### src/tclr_pkg.sv
package tclr_pkg;

	// default log size
	localparam int DEF_LOG_DEPTH = 64;

	// operation codes
	localparam logic [1:0] OP_ADD   = 2'd0;
	localparam logic [1:0] OP_EXEC  = 2'd1;
	localparam logic [1:0] OP_UNDO  = 2'd2;
	localparam logic [1:0] OP_ALIGN = 2'd3;

	// result codes
	localparam logic [1:0] RK_NONE  = 2'd0;
	localparam logic [1:0] RK_EXEC  = 2'd1;
	localparam logic [1:0] RK_UNDO  = 2'd2;
	localparam logic [1:0] RK_ALIGN = 2'd3;

	// code byte layout: bank in the top bits, command type below
	localparam int BANK_SHIFT = 5;
	localparam logic [4:0] KIND_MASK = 5'h1F;

	typedef struct packed {
		logic [7:0]  frame;
		logic [7:0]  code;
		logic [15:0] arg;
	} entry_t;

endpackage

### src/timed_command_log_replay_core.sv
// Frame-stamped command log. An add (operation 0) stores one entry at the
// append position and gives a single empty result in the next cycle; adds to
// a full log are dropped. An execute (1) walks forward from the replay pointer
// and dispatches every consecutive entry stamped with the given frame and bank
// up to the first one of empty type, an undo (2) walks backward from the rewind
// pointer the same way, and an align (3) copies the current pointer into the
// replay pointer and answers with the full frame of the entry under the rewind
// pointer. The log sits in a single-port memory with a registered read, so
// every entry the walk examines passes through a read state and then an
// evaluate state; a walk that ends at the first or last table entry also
// passes through a flush state to send its final dispatch. An add does not
// raise busy. Results leave as one-cycle pulses on result_strobe with
// last_of_run marking the final result of each transaction; the receiver
// cannot hold them off, and every transaction gives at least one result.
// Entries at or beyond the append position read as all zero, so the memory
// needs no clearing pass after reset.
module timed_command_log_replay_core
	import tclr_pkg::*;
#(
	parameter int LOG_DEPTH = DEF_LOG_DEPTH
) (
	input  logic        clk,
	input  logic        arst_n,
	input  logic        start,
	output logic        busy,
	input  logic [1:0]  operation,
	input  logic [10:0] frame_number,
	input  logic [4:0]  command_kind,
	input  logic [15:0] argument_word,
	output logic        result_strobe,
	output logic [1:0]  result_kind,
	output logic [4:0]  dispatched_kind,
	output logic [15:0] dispatched_argument,
	output logic [10:0] aligned_frame,
	output logic        last_of_run
);

	// pointer width and fill count width
	localparam int PW = (LOG_DEPTH > 1) ? $clog2(LOG_DEPTH) : 1;
	localparam int AW = $clog2(LOG_DEPTH + 1);

	// sequencer states
	localparam logic [1:0] ST_IDLE  = 2'd0;
	localparam logic [1:0] ST_READ  = 2'd1;
	localparam logic [1:0] ST_EVAL  = 2'd2;
	localparam logic [1:0] ST_FLUSH = 2'd3;

	// log memory, valid below the append position
	entry_t mem [LOG_DEPTH];
	entry_t rd_data_q;
	logic   rd_valid_q;

	logic [1:0]    state_q;
	logic [1:0]    op_q;
	logic [7:0]    fmain_q;
	logic [2:0]    fbank_q;
	logic          first_q;     // no dispatch held yet in this walk
	logic [PW-1:0] addr_q;      // entry under examination
	logic [AW-1:0] append_q;
	logic [PW-1:0] replay_q;
	logic [PW-1:0] rewind_q;
	logic [PW-1:0] cur_q;

	// held dispatch, sent once we know whether it ends the run
	logic [4:0]    pend_kind_q;
	logic [15:0]   pend_arg_q;

	// result registers
	logic          strobe_q;
	logic [1:0]    rk_q;
	logic [4:0]    dk_q;
	logic [15:0]   darg_q;
	logic [10:0]   afr_q;
	logic          last_q;

	entry_t        ent;
	entry_t        new_ent;
	logic          match;
	logic [4:0]    ent_kind;
	logic          full;
	logic          wr_en;
	logic          at_last;
	logic          at_first;
	logic [1:0]    walk_rk;

	assign full     = (append_q == AW'(LOG_DEPTH));
	assign wr_en    = (state_q == ST_IDLE) && start && (operation == OP_ADD) && !full;
	assign new_ent  = '{frame: frame_number[7:0],
	                    code:  {frame_number[10:8], command_kind & KIND_MASK},
	                    arg:   argument_word};

	// entry fields as seen by the walk, zero when never written
	assign ent      = rd_valid_q ? rd_data_q : '0;
	assign ent_kind = ent.code[4:0] & KIND_MASK;
	assign match    = (ent.frame == fmain_q) && (ent.code[7:BANK_SHIFT] == fbank_q);
	assign at_last  = (addr_q == PW'(LOG_DEPTH - 1));
	assign at_first = (addr_q == '0);
	assign walk_rk  = (op_q == OP_EXEC) ? RK_EXEC : RK_UNDO;

	// memory port: write on add, registered read during the read state
	always_ff @(posedge clk) begin
		if (wr_en) begin
			mem[append_q[PW-1:0]] <= new_ent;
		end
		if (state_q == ST_READ) begin
			rd_data_q  <= mem[addr_q];
			rd_valid_q <= (AW'(addr_q) < append_q);
		end
	end

	always_ff @(posedge clk or negedge arst_n) begin
		if (!arst_n) begin
			state_q     <= ST_IDLE;
			op_q        <= OP_ADD;
			fmain_q     <= '0;
			fbank_q     <= '0;
			first_q     <= 1'b1;
			addr_q      <= '0;
			append_q    <= '0;
			replay_q    <= '0;
			rewind_q    <= '0;
			cur_q       <= '0;
			pend_kind_q <= '0;
			pend_arg_q  <= '0;
			strobe_q    <= 1'b0;
			rk_q        <= RK_NONE;
			dk_q        <= '0;
			darg_q      <= '0;
			afr_q       <= '0;
			last_q      <= 1'b0;
		end else begin
			unique case (state_q)
				ST_IDLE: begin
					// an add answers with an empty result
					strobe_q <= start && (operation == OP_ADD);
					if (start) begin
						op_q    <= operation;
						fmain_q <= frame_number[7:0];
						fbank_q <= frame_number[10:8];
						first_q <= 1'b1;
						if (operation == OP_ADD) begin
							if (!full) begin
								append_q <= append_q + AW'(1);
							end
							rk_q     <= RK_NONE;
							dk_q     <= '0;
							darg_q   <= '0;
							afr_q    <= '0;
							last_q   <= 1'b1;
						end else begin
							addr_q  <= (operation == OP_EXEC) ? replay_q : rewind_q;
							state_q <= ST_READ;
						end
					end
				end
				ST_READ: begin
					strobe_q <= 1'b0;
					state_q  <= ST_EVAL;
				end
				ST_EVAL: begin
					priority if (op_q == OP_ALIGN) begin
						// report the rewind entry, move replay to current
						strobe_q <= 1'b1;
						rk_q     <= RK_ALIGN;
						dk_q     <= '0;
						darg_q   <= '0;
						afr_q    <= {ent.code[7:BANK_SHIFT], ent.frame};
						last_q   <= 1'b1;
						replay_q <= cur_q;
						state_q  <= ST_IDLE;
					end else if (!match || ent_kind == '0) begin
						// walk ends here; a stamped empty entry sets the pointers
						if (match) begin
							cur_q    <= addr_q;
							rewind_q <= addr_q;
						end
						strobe_q <= 1'b1;
						rk_q     <= first_q ? RK_NONE : walk_rk;
						dk_q     <= first_q ? 5'd0 : pend_kind_q;
						darg_q   <= first_q ? 16'd0 : pend_arg_q;
						afr_q    <= '0;
						last_q   <= 1'b1;
						state_q  <= ST_IDLE;
					end else begin
						// this entry is dispatched; send the held one as not last
						strobe_q    <= !first_q;
						rk_q        <= walk_rk;
						dk_q        <= pend_kind_q;
						darg_q      <= pend_arg_q;
						afr_q       <= '0;
						last_q      <= 1'b0;
						pend_kind_q <= ent_kind;
						pend_arg_q  <= ent.arg;
						first_q     <= 1'b0;
						if (op_q == OP_EXEC) begin
							cur_q    <= addr_q;
							rewind_q <= addr_q;
							if (at_last) begin
								state_q <= ST_FLUSH;
							end else begin
								replay_q <= addr_q + PW'(1);
								addr_q   <= addr_q + PW'(1);
								state_q  <= ST_READ;
							end
						end else begin
							if (at_first) begin
								rewind_q <= '0;
								cur_q    <= '0;
								state_q  <= ST_FLUSH;
							end else begin
								rewind_q <= addr_q - PW'(1);
								cur_q    <= addr_q - PW'(1);
								addr_q   <= addr_q - PW'(1);
								state_q  <= ST_READ;
							end
						end
					end
				end
				ST_FLUSH: begin
					// table edge reached: held dispatch closes the run
					strobe_q <= 1'b1;
					rk_q     <= walk_rk;
					dk_q     <= pend_kind_q;
					darg_q   <= pend_arg_q;
					afr_q    <= '0;
					last_q   <= 1'b1;
					state_q  <= ST_IDLE;
				end
			endcase
		end
	end

	assign busy                = (state_q != ST_IDLE);
	assign result_strobe       = strobe_q;
	assign result_kind         = rk_q;
	assign dispatched_kind     = dk_q;
	assign dispatched_argument = darg_q;
	assign aligned_frame       = afr_q;
	assign last_of_run         = last_q;

	// an add is answered on the next cycle with a closing result
	a_add_answer: assert property (@(posedge clk) disable iff (!arst_n)
		start && !busy && operation == OP_ADD |=> result_strobe && last_of_run)
		else $error("add not answered");

	// the fill count never passes the log size
	a_fill_bound: assert property (@(posedge clk) disable iff (!arst_n)
		append_q <= AW'(LOG_DEPTH))
		else $error("append position beyond log");

	// a flush always has a held dispatch
	a_flush_pend: assert property (@(posedge clk) disable iff (!arst_n)
		state_q == ST_FLUSH |-> !first_q)
		else $error("flush without held dispatch");

	// leaving a walk always closes the run
	a_end_closes: assert property (@(posedge clk) disable iff (!arst_n)
		$fell(busy) |-> result_strobe && last_of_run)
		else $error("transaction ended without final result");

	// an empty result is always the only one
	a_none_last: assert property (@(posedge clk) disable iff (!arst_n)
		result_strobe && result_kind == RK_NONE |-> last_of_run)
		else $error("empty result not final");

endmodule

### config.mk
export PLATFORM = sky130hd
export DESIGN_NAME = timed_command_log_replay_core
export DESIGN_NICKNAME = d
export VERILOG_FILES = /design/src/tclr_pkg.sv /design/src/timed_command_log_replay_core.sv
export SDC_FILE = /design/constraint.sdc
export NUM_CORES = 2
export LEC_CHECK = 0
export BUFFER_PORTS_ARGS = -buffer_cell sky130_fd_sc_hd__clkbuf_2
export CAP_MARGIN = 20
export CORE_MARGIN = 5
export CORE_UTILIZATION = 57
export CTS_CLUSTER_SIZE = 20
export DETAILED_ROUTE_END_ITERATION = 6
export HOLD_SLACK_MARGIN = 0.08
export PLACE_DENSITY = 0.76
export SLEW_MARGIN = 20
export SYNTH_ARGS = -nofsm -noshare
export SYNTH_HDL_FRONTEND = slang
export SYNTH_SLANG_ARGS = --single-unit
### constraint.sdc
create_clock -name clk -period 3.8 [get_ports clk]
set_input_delay 0.57 -clock clk [delete_from_list [all_inputs] [get_ports clk]]
set_output_delay 0.57 -clock clk [all_outputs]
set_load 0.02 [all_outputs]
Word level (Yosys, flattened, before mapping)

Memories as Yosys holds them, arrays and structs flattened. A register that Yosys moved wholly into a read port is not among the register bits.
Index checks and enable logic that the tools add are counted.

Register bits: 99
Bits in latches: 0
RAM bits: 2048
Memory bits (read-only): 0
Input port bits: 37
Logic and storage cells: 134
Memories: 1

Add/subtract/negate cells: 3
$mul: 0
Div/mod/pow operators: 0
Order comparisons: 1
Equality and inequality tests: 20
Shift-type cells: 0
Mux-type cells: 62
Bitwise gates (word level): 3
Reductions and logical operators: 26

Memory list:

| name | depth | width | read ports | clocked after Yosys merged registers in | wr ports | RTL line                            | text |
|---|---|---|---|---|---|---|---|
| mem  | 64    | 32    | 1          | 1                                       | 1        | timed_command_log_replay_core.sv:49 | `entry_t mem [LOG_DEPTH];` |

Operator list:

| kind                                                 | number |
|---|---|
| 2-to-1 mux 6 bit                                     | 15 |
| 2-to-1 mux 16 bit                                    | 5 |
| case mux 16 bit (3 select lines)                     | 1 |
| 2-to-1 mux 11 bit                                    | 3 |
| case mux 11 bit (3 select lines)                     | 1 |
| 2-to-1 mux 32 bit                                    | 1 |
| 2-to-1 mux 2 bit                                     | 13 |
| 2-to-1 mux 5 bit                                     | 5 |
| case mux 5 bit (3 select lines)                      | 1 |
| != test 2 bit (second input constant)                | 6 |
| case mux 6 bit (2 select lines)                      | 1 |
| AND reduction 4 bit                                  | 3 |
| 2-to-1 mux 1 bit                                     | 11 |
| AND reduction 3 bit                                  | 3 |
| equality test 8 bit                                  | 1 |
| case mux 2 bit (4 select lines)                      | 1 |
| adder 7 x 1 -> 7 bit (second input constant)         | 1 |
| equality test 7 bit (second input constant)          | 1 |
| < comparator 6 x 7 -> 1 bit                          | 1 |
| AND reduction 7 bit                                  | 1 |
| adder 6 x 1 -> 6 bit (second input constant)         | 1 |
| equality test 2 x 1 -> 1 bit (second input constant) | 3 |
| equality test 2 bit (second input constant)          | 3 |
| equality test 6 bit (second input constant)          | 1 |
| 18 further kinds                                     | 32 |

Depth between registers and ports, before layout

Word-level depth: 8
Gate-level depth with buffers: 11
Mapped depth without buffers: 8

Worst setup path after synthesis

No wires, ideal clock.

Path type: in2reg
From: in operation[1]
To: mem mem[10][0] (netlist name) (enable)
Arrival time: 3.164 ns
Slack: 0.215 ns
Stages: 7
Path buffers: 2
Cell sequence: nor2_1 -> and3_1 -> clkbuf_1 -> o31ai_1 -> or4_1 -> buf_2 -> nor2_1

Cells in the longest elaborated chain, start to end: 5

RTL lines:

| what                                   | RTL line                             | text |
|---|---|---|
| start, declared                        | timed_command_log_replay_core.sv:26  | `input logic [1:0] operation,` |
| logical NOT 2 bit                      | timed_command_log_replay_core.sv:87  | `assign wr_en = (state_q == ST_IDLE) && start && (operation == OP_ADD) && !full;` |
| logical AND 1 bit (2 in series)        | timed_command_log_replay_core.sv:87  |  |
| 2-to-1 mux 1 bit                       | timed_command_log_replay_core.sv:102 | `if (wr_en) begin` |
| 2-to-1 mux 1 bit (implied by the code) | timed_command_log_replay_core.sv:103 | `mem[append_q[PW-1:0]] <= new_ent;` |
| end, declared                          | timed_command_log_replay_core.sv:49  |  |

No other way between the ends.

==> results.yml <==
clock_network:
  cts_setup_buffers: 0
  cts_tree: "done"
  htree_levels: 4
  cts_sinks: 2179
  clk_pin_slew_ns: 0.06
  cts.path.max_buffers: 3
  cts_buffers: 203
  cts-root-buf: "clkbuf_16"
  clk_latency_ns: 0.82
worst_setup_path:
  cp-end-kind: "flip-flop"
  worst_ep_required_time_ns: 4.33
  cp_data_arrival_time_ns: 4.18
  path_class: "reg -> reg"
  crit_chain: "buf_12 -> buf_4 -> buf_4 -> mux4_2 -> mux4_2 -> a22oi_1 -> nand2_1"
  crit_buf_inv: 3
  cp_max_fo: 26
  cpMaxStageDelayCell: "dfrtp_4"
  cp_top_family: "multiplexers"
  cpPeakStageDelay_ns: 0.71
  critical_path.startpoint_type: "flip-flop"
logic_synthesis:
  ys_seq_area_share_pct: 77.8
  synth_area_leaders: "edfxtp_1 75%, mux4_2 17%, dfrtp_1 2.9%"
  yosysTopAreaCellShare_pct: 74.9
  synth_top_area_cell: "edfxtp_1"
  ys_ff_latch: 2179
  ys_types: 60
  synth-edff-count: 2081
  synth_area_mm2: 0.0834
  synth_common_cells: "2081 x edfxtp_1, 640 x mux4_2, 104 x nand2_1, 97 x dfrtp_1, 95 x clkbuf_1"
  syn_nets: 3593
  synth_warnings: 0
  netlist_instances: 3546
  ys.flop_type: "edfxtp_1"
  yosysMostFrequentCell: "edfxtp_1"
  avgSynthCellArea_um2: 23.5
  ys_async_sr_fraction_pct: 4.50
route:
  drt-initial-drc-count: 6337
  wirelength_um: 218000
  vias: 40800
  final_antenna_net_count: 0
  wl_per_cell_um: 36.6
  drt_first_pass_iters: 7
  drc: 2
  viasPerCell: 6.86
pwr:
  p_per_area_mw_per_mm2: 637
  leakage_nw: 29.7
  irDropWorstVdd_uv: 551
global_route:
  grt_pass1_vias: 42200
  grt.total_usage_pct: 28.9
  grt_max_degree: 78
  grt-ovfl-total: 0
  grt_pass1_wl_um: 312000
  antenna_found_initial: 13
run:
  cap_viol_max_count: 0
timing:
  finClkSkew_ns: 0.0343
  final.period_utilization_pct: 95.9
  finalHoldViolCount: 0
  drv_slew: 0
  tightest_slew_ns: 1.13
  slew_headroom_pct: 24.6
  finalCriticalPeriod_ns: 3.65
  fmax_ghz: 0.274
  rsz0062_at_grt: "no"
  setup_viol: 0
  final.setup.tns_ns: 0
floorplan:
  core_mm2: 0.146
  die_h_um: 393
  start_util_pct: 57.3
  die_x_um: 393
  die-area_mm2: 0.154
  pin_count: 74
  num_rows: 140
cells_and_area:
  fillers: 8717
  fin_util_pct: 65.3
  area_growth_pct: 13.8
  final_cell_count_no_fill: 5949
  drive_above_1_share_pct: 33.0
  nets: 3906
placement:
  port_buffers: 73
  hpwl_um: 113000
  place_congestion: 0.908
  dpl.cell_count: 5567
hold_path:
  min_path_type: "in -> reg"
run_status:
  status: "complete, but fails checks"
  violations: "design-rule violations"
==> metal layers <==
layer  global-route usage (%)  share of wire, %
met1                     39.1                34
met2                     46.7                49
met3                     7.06                13
met4                     11.0               4.1
met5                        0             0.048
==> layout make-up <==
class	count	area [um2]	share of cell area (%)
timing repair buffer	300	2770	2.92
tap	1917	2400	2.53
clock buffer	252	5360	5.64
inverter	15	63.8	0.0672
sequential	2179	65000	68.4
multi-input combinational	1160	18100	19.1
clock inverter	123	1320	1.39
antenna	3	7.51	0.00790
==> cells in the final DEF (no fill, tap or decap), types with 8 or more instances in the layout <==
cell	instances
mux4_2	640
o21ai_0	43
xnor2_1	11
inv_6	9
ha_1	10
bufinv_16	27
inv_1	12
nor2_4	65
a22oi_1	65
buf_12	52
clkinv_1	45
clkbuf_1	43
clkinv_2	33
mux2_2	19
nor2_1	22
nand4_1	9
edfxtp_1	2081
nor3_1	8
nand3_1	26
clkbuf_16	206
a21oi_1	9
buf_4	184
dfrtp_1	94
a22o_1	31
clkbuf_2	50
nand2_1	104
==> report_power, final <==
part           total (W)  leakage (nW)  internal, W  switching (W)
registers         0.0273          20.0       0.0268       0.000512
logic             0.0127          6.48      0.00588        0.00681
clock network     0.0205          3.26       0.0118        0.00872
==> registers in the layout, indices dropped and copies added, names as in the netlist, 3 cells and up <==
name,flops
pend_kind_q,5
fbank_q,3
fmain_q,8
cur_q,6
append_q,7
replay_q,6
mem,2048
pend_arg_q,16
rd_data_q,32
dispatched_kind,5
aligned_frame,11
addr_q,6
dispatched_argument,16
==> stage by stage <==
step / total power, W / setup WS (ns) / hold slack [ns] / area, um2
3_5_place_dp: 0.0401 / 0.320 / 0.471 / 88200
4_1_cts: 0.0606 / 0.212 / 0.177 / 94900
6_report: 0.0605 / 0.154 / 0.242 / 95000
5_1_grt: 0.0624 / 0.0499 / 0.248 / 95000
3_3_place_gp: 0.0399 / 0.309 / 0.458 / 88200
2_1_floorplan: 0.0357 / 0.215 / 0.274 / 83400
==> logic make-up after synthesis <==
logic type	count (synthesis)	synth area share, %
muxes	664	17.6
AOI/OAI and AO/OA	197	1.73
DFF	2179	77.8
and+or+nand+nor	272	1.44
adders and majority gates	10	0.150
xor gates and xnor gates	17	0.178
buffers and inverters	207	1.08
==> final timing paths <==
check / start / endpoint / slack [ns] / cells after the start
setup / recovery: addr_q[0] / rd_data_q[8] / 0.15 / 7
hold / removal: start / last_of_run / 0.24 / 5
setup reg to reg: addr_q[0] / rd_data_q[8] / 0.15 / 7
hold reg to reg: result_kind[1] / result_kind[1] / 0.48 / 2
max in group asynchronous: arst_n / addr_q[0] / 2.58 / 3
min in group asynchronous: arst_n / result_kind[0] / 0.35 / 2
==> worst reg2reg max path, cell delays in order, from the launching register on <==
cell and delay (ns):
dfrtp_4 0.71, buf_12 0.33, buf_4 0.26, buf_4 0.24, mux4_2 0.57, mux4_2 0.50
a22oi_1 0.56, nand2_1 0.20
==> timing repair <==
action | 4_1_cts | 5_1_grt
resized for setup | 0 | 0
hold buffers | 4 | 0
hold endpoints to repair | 55 | 0
Note: power is estimated with default switching activity, not from simulation.
